===== config.mk =====
export PLATFORM = sky130hd
export DESIGN_NAME = utf8_stream_decoder_flat
export DESIGN_NICKNAME = d
export VERILOG_FILES = /design/src/utf8sd_pkg.sv /design/src/utf8sd_if.sv /design/src/utf8sd_front.sv /design/src/utf8sd_queue.sv /design/src/utf8sd_back.sv /design/src/utf8_stream_decoder.sv /design/src/flat_wrapper.sv
export SDC_FILE = /design/constraint.sdc
export NUM_CORES = 1
export LEC_CHECK = 0
export BUFFER_PORTS_ARGS = -buffer_cell sky130_fd_sc_hd__buf_2
export CAP_MARGIN = 40
export CORE_AREA = 2 2 175 220
export CTS_CLUSTER_SIZE = 24
export DETAILED_ROUTE_END_ITERATION = 10
export DIE_AREA = 0 0 177 222
export GPL_TIMING_DRIVEN = 0
export PLACE_DENSITY_LB_ADDON = 0.25
export SYNTH_ARGS = -nofsm -noshare
export SYNTH_HDL_FRONTEND = slang
export SYNTH_SLANG_ARGS = --single-unit

===== constraint.sdc =====
create_clock -name clk_i -period 36.5 [get_ports clk_i]
set_input_delay 5.475 -clock clk_i [delete_from_list [all_inputs] [get_ports clk_i]]
set_output_delay 5.475 -clock clk_i [all_outputs]
set_load 0.03 [all_outputs]

===== src/utf8sd_pkg.sv =====
// shared types, constants and decode functions of the utf8 stream decoder
// no dependencies; imported by the front end, queue, back end and top modules
package utf8sd_pkg;

  localparam int unsigned MaxRes     = 4;
  localparam int unsigned IdxW       = $clog2(MaxRes);
  localparam int unsigned QueueDepth = 2;

  localparam logic [20:0] ReplCp   = 21'h00FFFD;
  localparam logic [7:0]  ContMask = 8'hC0;
  localparam logic [7:0]  ContTag  = 8'h80;

  // one decoded code point
  typedef struct packed {
    logic [20:0] cp;
    logic        repl;
  } res_t;

  // all results caused by one input byte
  typedef struct packed {
    res_t [MaxRes-1:0] res;
    logic [2:0]        cnt;
    logic              last;
  } step_t;

  // decode outcome: results plus what remains held
  typedef struct packed {
    step_t      rec;
    logic [2:0] start;
    logic [1:0] rest;
  } dec_t;

  // sequence length from the lead byte, zero for an invalid lead
  function automatic logic [2:0] seq_len(input logic [7:0] b);
    logic [2:0] len;
    if (!b[7]) len = 3'd1;
    else if ((b & 8'hE0) == 8'hC0) len = 3'd2;
    else if ((b & 8'hF0) == 8'hE0) len = 3'd3;
    else if ((b & 8'hF8) == 8'hF0) len = 3'd4;
    else len = 3'd0;
    return len;
  endfunction

  // code point from a lead and its continuation bytes
  function automatic logic [20:0] assemble(input logic [7:0] b0, input logic [7:0] b1,
                                           input logic [7:0] b2, input logic [7:0] b3,
                                           input logic [2:0] len);
    logic [20:0] v;
    case (len)
      3'd2:    v = {10'b0, b0[4:0], b1[5:0]};
      3'd3:    v = {5'b0, b0[3:0], b1[5:0], b2[5:0]};
      default: v = {b0[2:0], b1[5:0], b2[5:0], b3[5:0]};
    endcase
    return v;
  endfunction

  // walk the held bytes plus the new one, up to MaxRes results per call
  function automatic dec_t decode_step(input logic [3:0][7:0] bytes,
                                       input logic [2:0] n, input logic last);
    dec_t        r;
    logic [2:0]  start, k, need, avail, have, pos;
    logic [2:0]  p1, p2, p3;
    logic [7:0]  lead;
    logic        bad, done, emit, is_repl;
    logic [20:0] val;
    r     = '0;
    start = '0;
    k     = '0;
    done  = 1'b0;
    for (int it = 0; it < MaxRes; it++) begin
      if (!done && start < n) begin
        lead  = bytes[start[1:0]];
        avail = n - start;
        need  = seq_len(lead);
        have  = (avail < need) ? avail : need;
        bad   = 1'b0;
        for (int j = 1; j < MaxRes; j++) begin
          pos = start + 3'(j);
          if (3'(j) < have && (bytes[pos[1:0]] & ContMask) != ContTag) bad = 1'b1;
        end
        p1      = start + 3'd1;
        p2      = start + 3'd2;
        p3      = start + 3'd3;
        emit    = 1'b1;
        is_repl = 1'b0;
        val     = {13'b0, lead};
        if (need == 3'd1) begin
          start = start + 3'd1;
        end else if (need == 3'd0 || bad) begin
          is_repl = 1'b1;
          val     = ReplCp;
          start   = start + 3'd1;
        end else if (avail >= need) begin
          val   = assemble(lead, bytes[p1[1:0]], bytes[p2[1:0]], bytes[p3[1:0]], need);
          start = start + need;
        end else if (last) begin
          // cut off by the end of the text
          is_repl = 1'b1;
          val     = ReplCp;
          start   = start + 3'd1;
        end else begin
          emit = 1'b0;
          done = 1'b1;
        end
        if (emit) begin
          r.rec.res[k[IdxW-1:0]].cp   = val;
          r.rec.res[k[IdxW-1:0]].repl = is_repl;
          k = k + 3'd1;
        end
      end else begin
        done = 1'b1;
      end
    end
    r.rec.cnt  = k;
    r.rec.last = last;
    r.start    = start;
    r.rest     = 2'(n - start);
    return r;
  endfunction

endpackage


===== src/utf8sd_if.sv =====
// valid/ready channel interfaces: byte input and code point output
// no dependencies
interface utf8sd_byte_if;
  logic       valid;
  logic       ready;
  logic [7:0] in_byte;
  logic       text_last;

  modport source (output valid, output in_byte, output text_last, input ready);
  modport sink   (input valid, input in_byte, input text_last, output ready);
endinterface

interface utf8sd_cp_if;
  logic        valid;
  logic        ready;
  logic [20:0] code_point;
  logic        is_replacement;
  logic        run_last;
  logic        text_end;

  modport source (output valid, output code_point, output is_replacement,
                  output run_last, output text_end, input ready);
  modport sink   (input valid, input code_point, input is_replacement,
                  input run_last, input text_end, output ready);
endinterface


===== src/utf8sd_front.sv =====
// front end: takes one byte a beat, keeps pending bytes, decodes a whole step
// depends on utf8sd_pkg and utf8sd_byte_if
module utf8sd_front import utf8sd_pkg::*; (
  input  logic          clk_i,
  input  logic          rst_ni,
  utf8sd_byte_if.sink   byte_i,
  input  logic          full_i,
  output logic          push_o,
  output step_t         rec_o
);

  logic [1:0]       cnt_q, cnt_d;
  logic [2:0][7:0]  pend_q, pend_d;
  logic [3:0][7:0]  bytes;
  logic [2:0]       n;
  logic             accept;
  dec_t             dec;

  assign byte_i.ready = !full_i;
  assign accept       = byte_i.valid && byte_i.ready;

  // held bytes followed by the new beat
  always_comb begin
    bytes[0] = (cnt_q == 2'd0) ? byte_i.in_byte : pend_q[0];
    bytes[1] = (cnt_q == 2'd1) ? byte_i.in_byte : (cnt_q > 2'd1) ? pend_q[1] : 8'h00;
    bytes[2] = (cnt_q == 2'd2) ? byte_i.in_byte : (cnt_q == 2'd3) ? pend_q[2] : 8'h00;
    bytes[3] = (cnt_q == 2'd3) ? byte_i.in_byte : 8'h00;
  end

  assign n   = {1'b0, cnt_q} + 3'd1;
  assign dec = decode_step(bytes, n, byte_i.text_last);

  // bytes left over shift down to the front
  always_comb begin
    logic [2:0] pos;
    pos = '0;
    for (int j = 0; j < 3; j++) begin
      pos       = dec.start + 3'(j);
      pend_d[j] = bytes[pos[1:0]];
    end
  end

  assign cnt_d  = dec.rest;
  assign push_o = accept && (dec.rec.cnt != 3'd0);
  assign rec_o  = dec.rec;

  // pending count
  always_ff @(posedge clk_i or negedge rst_ni) begin
    if (!rst_ni) begin
      cnt_q <= 2'd0;
    end else if (accept) begin
      cnt_q <= cnt_d;
    end
  end

  // pending bytes, read only below the count
  always_ff @(posedge clk_i) begin
    if (accept) begin
      pend_q <= pend_d;
    end
  end

endmodule


===== src/utf8sd_queue.sv =====
// short queue of decoded steps between front and back end
// depends on utf8sd_pkg
module utf8sd_queue import utf8sd_pkg::*; #(
  parameter int unsigned Depth = QueueDepth
) (
  input  logic  clk_i,
  input  logic  rst_ni,
  input  logic  push_i,
  input  step_t rec_i,
  output logic  full_o,
  input  logic  pop_i,
  output logic  valid_o,
  output step_t head_o
);

  localparam int unsigned PtrW = (Depth > 1) ? $clog2(Depth) : 1;
  localparam int unsigned CntW = $clog2(Depth + 1);

  step_t           mem_q [Depth];
  logic [PtrW-1:0] wr_q, rd_q;
  logic [CntW-1:0] cnt_q;

  assign full_o  = (cnt_q == CntW'(Depth));
  assign valid_o = (cnt_q != '0);
  assign head_o  = mem_q[rd_q];

  // pointers and fill count
  always_ff @(posedge clk_i or negedge rst_ni) begin
    if (!rst_ni) begin
      wr_q  <= '0;
      rd_q  <= '0;
      cnt_q <= '0;
    end else begin
      if (push_i) begin
        wr_q <= (wr_q == PtrW'(Depth - 1)) ? '0 : wr_q + 1'b1;
      end
      if (pop_i) begin
        rd_q <= (rd_q == PtrW'(Depth - 1)) ? '0 : rd_q + 1'b1;
      end
      if (push_i && !pop_i) begin
        cnt_q <= cnt_q + 1'b1;
      end else if (!push_i && pop_i) begin
        cnt_q <= cnt_q - 1'b1;
      end
    end
  end

  // entry storage
  always_ff @(posedge clk_i) begin
    if (push_i) begin
      mem_q[wr_q] <= rec_i;
    end
  end

endmodule


===== src/utf8sd_back.sv =====
// back end: sends the results of each queued step, one beat per cycle while cp_o is ready
// depends on utf8sd_pkg and utf8sd_cp_if
module utf8sd_back import utf8sd_pkg::*; (
  input  logic         clk_i,
  input  logic         rst_ni,
  input  logic         valid_i,
  input  step_t        head_i,
  output logic         pop_o,
  utf8sd_cp_if.source  cp_o
);

  logic [IdxW-1:0] idx_q;
  logic            vld_q;
  logic [20:0]     cp_q;
  logic            repl_q, run_last_q, text_end_q;
  logic            load, last_res;

  assign last_res = ({1'b0, idx_q} == head_i.cnt - 3'd1);
  assign load     = valid_i && (!vld_q || cp_o.ready);
  assign pop_o    = load && last_res;

  // output valid and position within the step
  always_ff @(posedge clk_i or negedge rst_ni) begin
    if (!rst_ni) begin
      vld_q <= 1'b0;
      idx_q <= '0;
    end else begin
      if (load) begin
        vld_q <= 1'b1;
        idx_q <= last_res ? '0 : idx_q + 1'b1;
      end else if (cp_o.ready) begin
        vld_q <= 1'b0;
      end
    end
  end

  // output payload register
  always_ff @(posedge clk_i) begin
    if (load) begin
      cp_q       <= head_i.res[idx_q].cp;
      repl_q     <= head_i.res[idx_q].repl;
      run_last_q <= last_res;
      text_end_q <= last_res && head_i.last;
    end
  end

  assign cp_o.valid          = vld_q;
  assign cp_o.code_point     = cp_q;
  assign cp_o.is_replacement = repl_q;
  assign cp_o.run_last       = run_last_q;
  assign cp_o.text_end       = text_end_q;

endmodule


===== src/utf8_stream_decoder.sv =====
// utf8 stream decoder: byte channel in, code point channel out
// depends on utf8sd_pkg, utf8sd_if, utf8sd_front, utf8sd_queue, utf8sd_back
//
// byte_i carries one byte of utf-8 text a beat, text_last marks the final byte.
// cp_o carries decoded code points; a bad lead, stray or bad continuation, or a
// sequence cut off by text_last gives U+FFFD with is_replacement set, and the
// bytes after that lead are examined again. run_last marks the final result of
// one input byte, text_end the final result of the text.
// a byte is decoded in the front end together with up to three held bytes;
// a byte that only extends a sequence gives no beat. results pass through the
// step queue and the output register before they appear on cp_o.
// the front end takes a byte every cycle while the step queue has room; the
// back end sends one result per cycle while cp_o is ready, one beat for each
// result of a byte, and the queue depth sets how far the front runs ahead.
// reset clears the held-byte count, the queue and the output valid and position.
// while cp_o stalls, the output beat holds, the queue fills, then byte_i ready
// drops until an entry drains.
module utf8_stream_decoder import utf8sd_pkg::*; #(
  parameter int unsigned QDepth = QueueDepth
) (
  input  logic          clk_i,
  input  logic          rst_ni,
  utf8sd_byte_if.sink   byte_i,
  utf8sd_cp_if.source   cp_o
);

  logic  push, full, pop, head_vld;
  step_t rec, head;

  utf8sd_front u_front (
    .clk_i  (clk_i),
    .rst_ni (rst_ni),
    .byte_i (byte_i),
    .full_i (full),
    .push_o (push),
    .rec_o  (rec)
  );

  utf8sd_queue #(
    .Depth (QDepth)
  ) u_queue (
    .clk_i   (clk_i),
    .rst_ni  (rst_ni),
    .push_i  (push),
    .rec_i   (rec),
    .full_o  (full),
    .pop_i   (pop),
    .valid_o (head_vld),
    .head_o  (head)
  );

  utf8sd_back u_back (
    .clk_i   (clk_i),
    .rst_ni  (rst_ni),
    .valid_i (head_vld),
    .head_i  (head),
    .pop_o   (pop),
    .cp_o    (cp_o)
  );

endmodule


===== src/flat_wrapper.sv =====
// flat-port wrapper written by rule: the top's interface ports become plain ports
module utf8_stream_decoder_flat import utf8sd_pkg::*;
#(
  parameter int unsigned QDepth = QueueDepth
)
  (clk_i, rst_ni, byte_i_valid, byte_i_in_byte, byte_i_text_last, byte_i_ready, cp_o_valid, cp_o_code_point, cp_o_is_replacement, cp_o_run_last, cp_o_text_end, cp_o_ready);
  utf8sd_byte_if byte_i_i ();
  utf8sd_cp_if cp_o_i ();
  input  logic clk_i;
  input  logic rst_ni;
  input wire logic [$bits(byte_i_i.valid)-1:0] byte_i_valid;
  input wire logic [$bits(byte_i_i.in_byte)-1:0] byte_i_in_byte;
  input wire logic [$bits(byte_i_i.text_last)-1:0] byte_i_text_last;
  output wire logic [$bits(byte_i_i.ready)-1:0] byte_i_ready;
  output wire logic [$bits(cp_o_i.valid)-1:0] cp_o_valid;
  output wire logic [$bits(cp_o_i.code_point)-1:0] cp_o_code_point;
  output wire logic [$bits(cp_o_i.is_replacement)-1:0] cp_o_is_replacement;
  output wire logic [$bits(cp_o_i.run_last)-1:0] cp_o_run_last;
  output wire logic [$bits(cp_o_i.text_end)-1:0] cp_o_text_end;
  input wire logic [$bits(cp_o_i.ready)-1:0] cp_o_ready;
  assign byte_i_i.valid = byte_i_valid;
  assign byte_i_i.in_byte = byte_i_in_byte;
  assign byte_i_i.text_last = byte_i_text_last;
  assign byte_i_ready = byte_i_i.ready;
  assign cp_o_valid = cp_o_i.valid;
  assign cp_o_code_point = cp_o_i.code_point;
  assign cp_o_is_replacement = cp_o_i.is_replacement;
  assign cp_o_run_last = cp_o_i.run_last;
  assign cp_o_text_end = cp_o_i.text_end;
  assign cp_o_i.ready = cp_o_ready;
  utf8_stream_decoder #(.QDepth(QDepth)) u_core (.clk_i(clk_i), .rst_ni(rst_ni), .byte_i(byte_i_i), .cp_o(cp_o_i));
endmodule

==> impl_metrics.csv <==
group,metric,value,unit
critical_path,rr_endpoint,"u_core.u_queue.mem_q[0][35]",
cells_and_area,final_util,54.9,%
logic_synthesis,synth_seq_cells,241,
critical_path,cpMaxStageDelayCell,"a211oi_1",
clock_tree,numCtsBuffers,24,
detailed_routing,routed_wl,79.2,mm
clock_tree,post_cts_buffers,0,
logic_synthesis,seq_area_frac_synth,39.1,%
clock_tree,clkSinkCount,241,
logic_synthesis,synthCells,1907,
logic_synthesis,syn_nets,1968,
global_route,grt_pass1_wl,115,mm
logic_synthesis,syn-cell-area,0.0184,mm2
die,ios,39,
hold_path,hold_path_class,"reg2reg",
critical_path,startpoint_type,"primary input",
die,core,0.0371,mm2
placement,routabilityCongestion,1.06,
critical_path,cp.arrival,24.88,ns
logic_synthesis,yosys.cell_types.count,108,
detailed_routing,avgViaCountPerCell,7.13,
logic_synthesis,yosysWarnings,0,
clock_tree,worstSkewPairLatency,0.54,ns
detailed_routing,ant_nets,0,
cells_and_area,layout-drive-gt1-share,12.9,%
hold_path,hp-start,"u_core.u_queue.cnt_q[1]",
hold_path,min_path_cells,1,
placement,placed_cells,2461,
timing,period_minus_slack,24.66,ns
status,status,"finished, final reports clean",
logic_synthesis,avgSynthCellArea,9.65,um2
global_route,grt_max_degree,66,
clock_tree,cts_root_buf,"clkbuf_16",
critical_path,cp_max_fo,30,
hold_path,whs_endpoint,"u_core.u_queue.cnt_q[1]",
timing,slew_viol_final,0,
clock_tree,postCtsResizedCells,0,
global_route,grt_pass1_vias,17247,
global_route,grt_overflow_total,0,
die,initial_utilization,49.7,%
critical_path,critPathRequiredTime,36.72,ns
clock_tree,holdBufCountCts,0,
clock_tree,path_clk_slew,0.06,ns
timing,rsz0062_at_grt,"false",
detailed_routing,vias,17865,
detailed_routing,drc_errors,0,
timing,tightestPinTransition,1.23,ns
timing,period_share,67.6,%
critical_path,reg2regPathDepth,67,
clock_tree,cts_tree,"done",
critical_path,critPathMaxStageDelay,0.81,ns
critical_path,crit_type,"in2reg",
timing,setup-violations-final,0,
global_route,grtUsageTotal,40.0,%
timing,whs,0.524,ns
clock_tree,clock_tree.buffer_depth,3,
cells_and_area,fill_cells,3302,
cells_and_area,final_cells,2507,
critical_path,critPathCaptureType,"register",
detailed_routing,wl_per_cell,31.6,um
timing,max_freq,40.6,MHz
timing,finalHoldViolCount,0,
job,maxCapViolCount,0,
detailed_routing,drt_first_iter_violations,2302,
timing,relSlewSlack,17.7,%
placement,io_buffers,35,
critical_path,cpMostUsedCell,"clkbuf_1",
timing,setup_tns,0,ns
die,die_area,0.0393,mm2
clock_tree,cts.htree.levels,1,
die,fp.dieW,177,um
timing,clock_skew,0.0235,ns
cells_and_area,n_antenna_cell,0,
logic_synthesis,synth_edf_count,232,
cells_and_area,area_growth,10.6,%
logic_synthesis,synth_flop_cell,"edfxtp_1",
die,dieHeight,222,um
detailed_routing,dr.pass1.iters,6,
logic_synthesis,synth-async-reset-ratio,3.73,%
cells_and_area,nets,2065,
critical_path,rrSetupSlack,15.54,ns
die,row_count,79,
global_route,antenna_found_initial,2,
critical_path,worstReg2RegStart,"u_core.u_front.cnt_q[0]",
placement,hpwl,60.9,mm
## layer usage
metal / global-route usage, % / up-vias / share of wire (%)
met2: 65.1 / 1215 / 47
met4: 31.7 / 2 / 10
met1: 46.4 / 8536 / 35
met3: 6.58 / 387 / 8.2
li1: - / 7725 / -
met5: 0 / - / 0.049
## cells by family (layout without fill, tap and decap cells)
| kind of cell | Yosys count | count (layout) | synth area share, % |
|---|---|---|---|
| flip-flops | 241 | 241 | 39.1 |
| buffers and inverters | 192 | 306 | 4.39 |
| adder cells (fa/ha/maj) | 48 | 48 | 3.47 |
| multiplexers | 154 | 154 | 11.7 |
| AO/OA/AOI/OAI | 663 | 663 | 24.6 |
| XOR/XNOR | 24 | 24 | 1.14 |
| AND/OR/NAND/NOR | 585 | 585 | 15.6 |
## area by class of cell
cell class | instances | area (um2) | share of cell area, %
multi-input combinational | 1474 | 10400 | 51.2
sequential | 241 | 7190 | 35.3
timing repair buffer | 71 | 556 | 2.73
inverter | 40 | 158 | 0.774
clock buffer | 29 | 641 | 3.15
buffer | 152 | 651 | 3.20
clock inverter | 14 | 125 | 0.615
tap | 486 | 608 | 2.99
## flip-flops by register name, summed over array words and instances, names as in the netlist
name,flops
u_core.u_back.cp_o.code_point,21
u_core.u_back.cp_o.is_replacement,1
u_core.u_back.cp_o.run_last,1
u_core.u_back.cp_o.text_end,1
u_core.u_back.cp_o.valid,1
u_core.u_back.idx_q,2
u_core.u_front.cnt_q,2
u_core.u_front.pend_q,24
u_core.u_queue.cnt_q,2
u_core.u_queue.mem_q,184
u_core.u_queue.rd_q,1
u_core.u_queue.wr_q,1
## placed cells by master, fill, tap and decap left out, types with 18 or more instances in the layout
master and instances:
edfxtp_1 232, nand2_1 174, o21ai_0 168, nor2_1 128
clkbuf_1 115, a21oi_1 113, mux2i_1 70, nand3_1 61
buf_2 56, o22ai_1 53, mux4_2 44, ha_1 43
a22oi_1 38, mux2_2 38, inv_1 34, a31oi_1 33
nand4_1 33, and2_1 30, nor3_1 28, or3_1 27
a211oi_1 27, clkbuf_16 25, o211ai_1 24, nor4_1 24
buf_6 18
## cells in the mapped netlist, types with 27 or more instances
cell / number / area [um2]
a211oi_1: 29 / 218
mux4_2: 44 / 991
nand3_1: 61 / 305
clkbuf_1: 111 / 417
a31oi_1: 33 / 206
o22ai_1: 53 / 332
a21oi_1: 113 / 566
nand2_1: 174 / 653
mux2_2: 38 / 428
nor3_1: 28 / 140
nand4_1: 33 / 206
or3_1: 27 / 169
a22oi_1: 38 / 285
edfxtp_1: 232 / 6970
inv_1: 34 / 128
mux2i_1: 70 / 701
and2_1: 31 / 194
nor2_1: 128 / 480
ha_1: 43 / 538
o21ai_0: 168 / 841
## worst max-delay path, delay by kind of cell
family | cells | cell delay (ns)
buf+inv | 22 | 6.41
compound gates | 17 | 6.12
simple gates | 18 | 3.71
fa+ha+maj | 8 | 2.79
mux | 1 | 0.28
## through the flow
step	worst slack, ns	cell area, um2
after floorplan	12.62	18400
after global placement	6.74	19200
after detailed placement	11.89	19600
after CTS	12.36	20300
after global routing	10.86	20400
final	11.84	20400
## worst max path at each step
stage | cells past startpoint | startpoint | end
finish | 66 | byte_i_in_byte[4] | u_core.u_queue.mem_q[0][35]
global route | 66 | byte_i_in_byte[4] | u_core.u_queue.mem_q[0][76]
CTS | 66 | byte_i_in_byte[4] | u_core.u_queue.mem_q[0][76]
detailed placement | 66 | byte_i_in_byte[4] | u_core.u_queue.mem_q[0][35]
global placement | 62 | byte_i_in_byte[4] | u_core.u_queue.mem_q[0][13]
floorplan | 63 | byte_i_in_byte[7] | u_core.u_queue.mem_q[0][0]
Power is left out: the tool's default activity adds up to more than one toggle a clock period on the data nets, which glitch-free logic cannot reach.
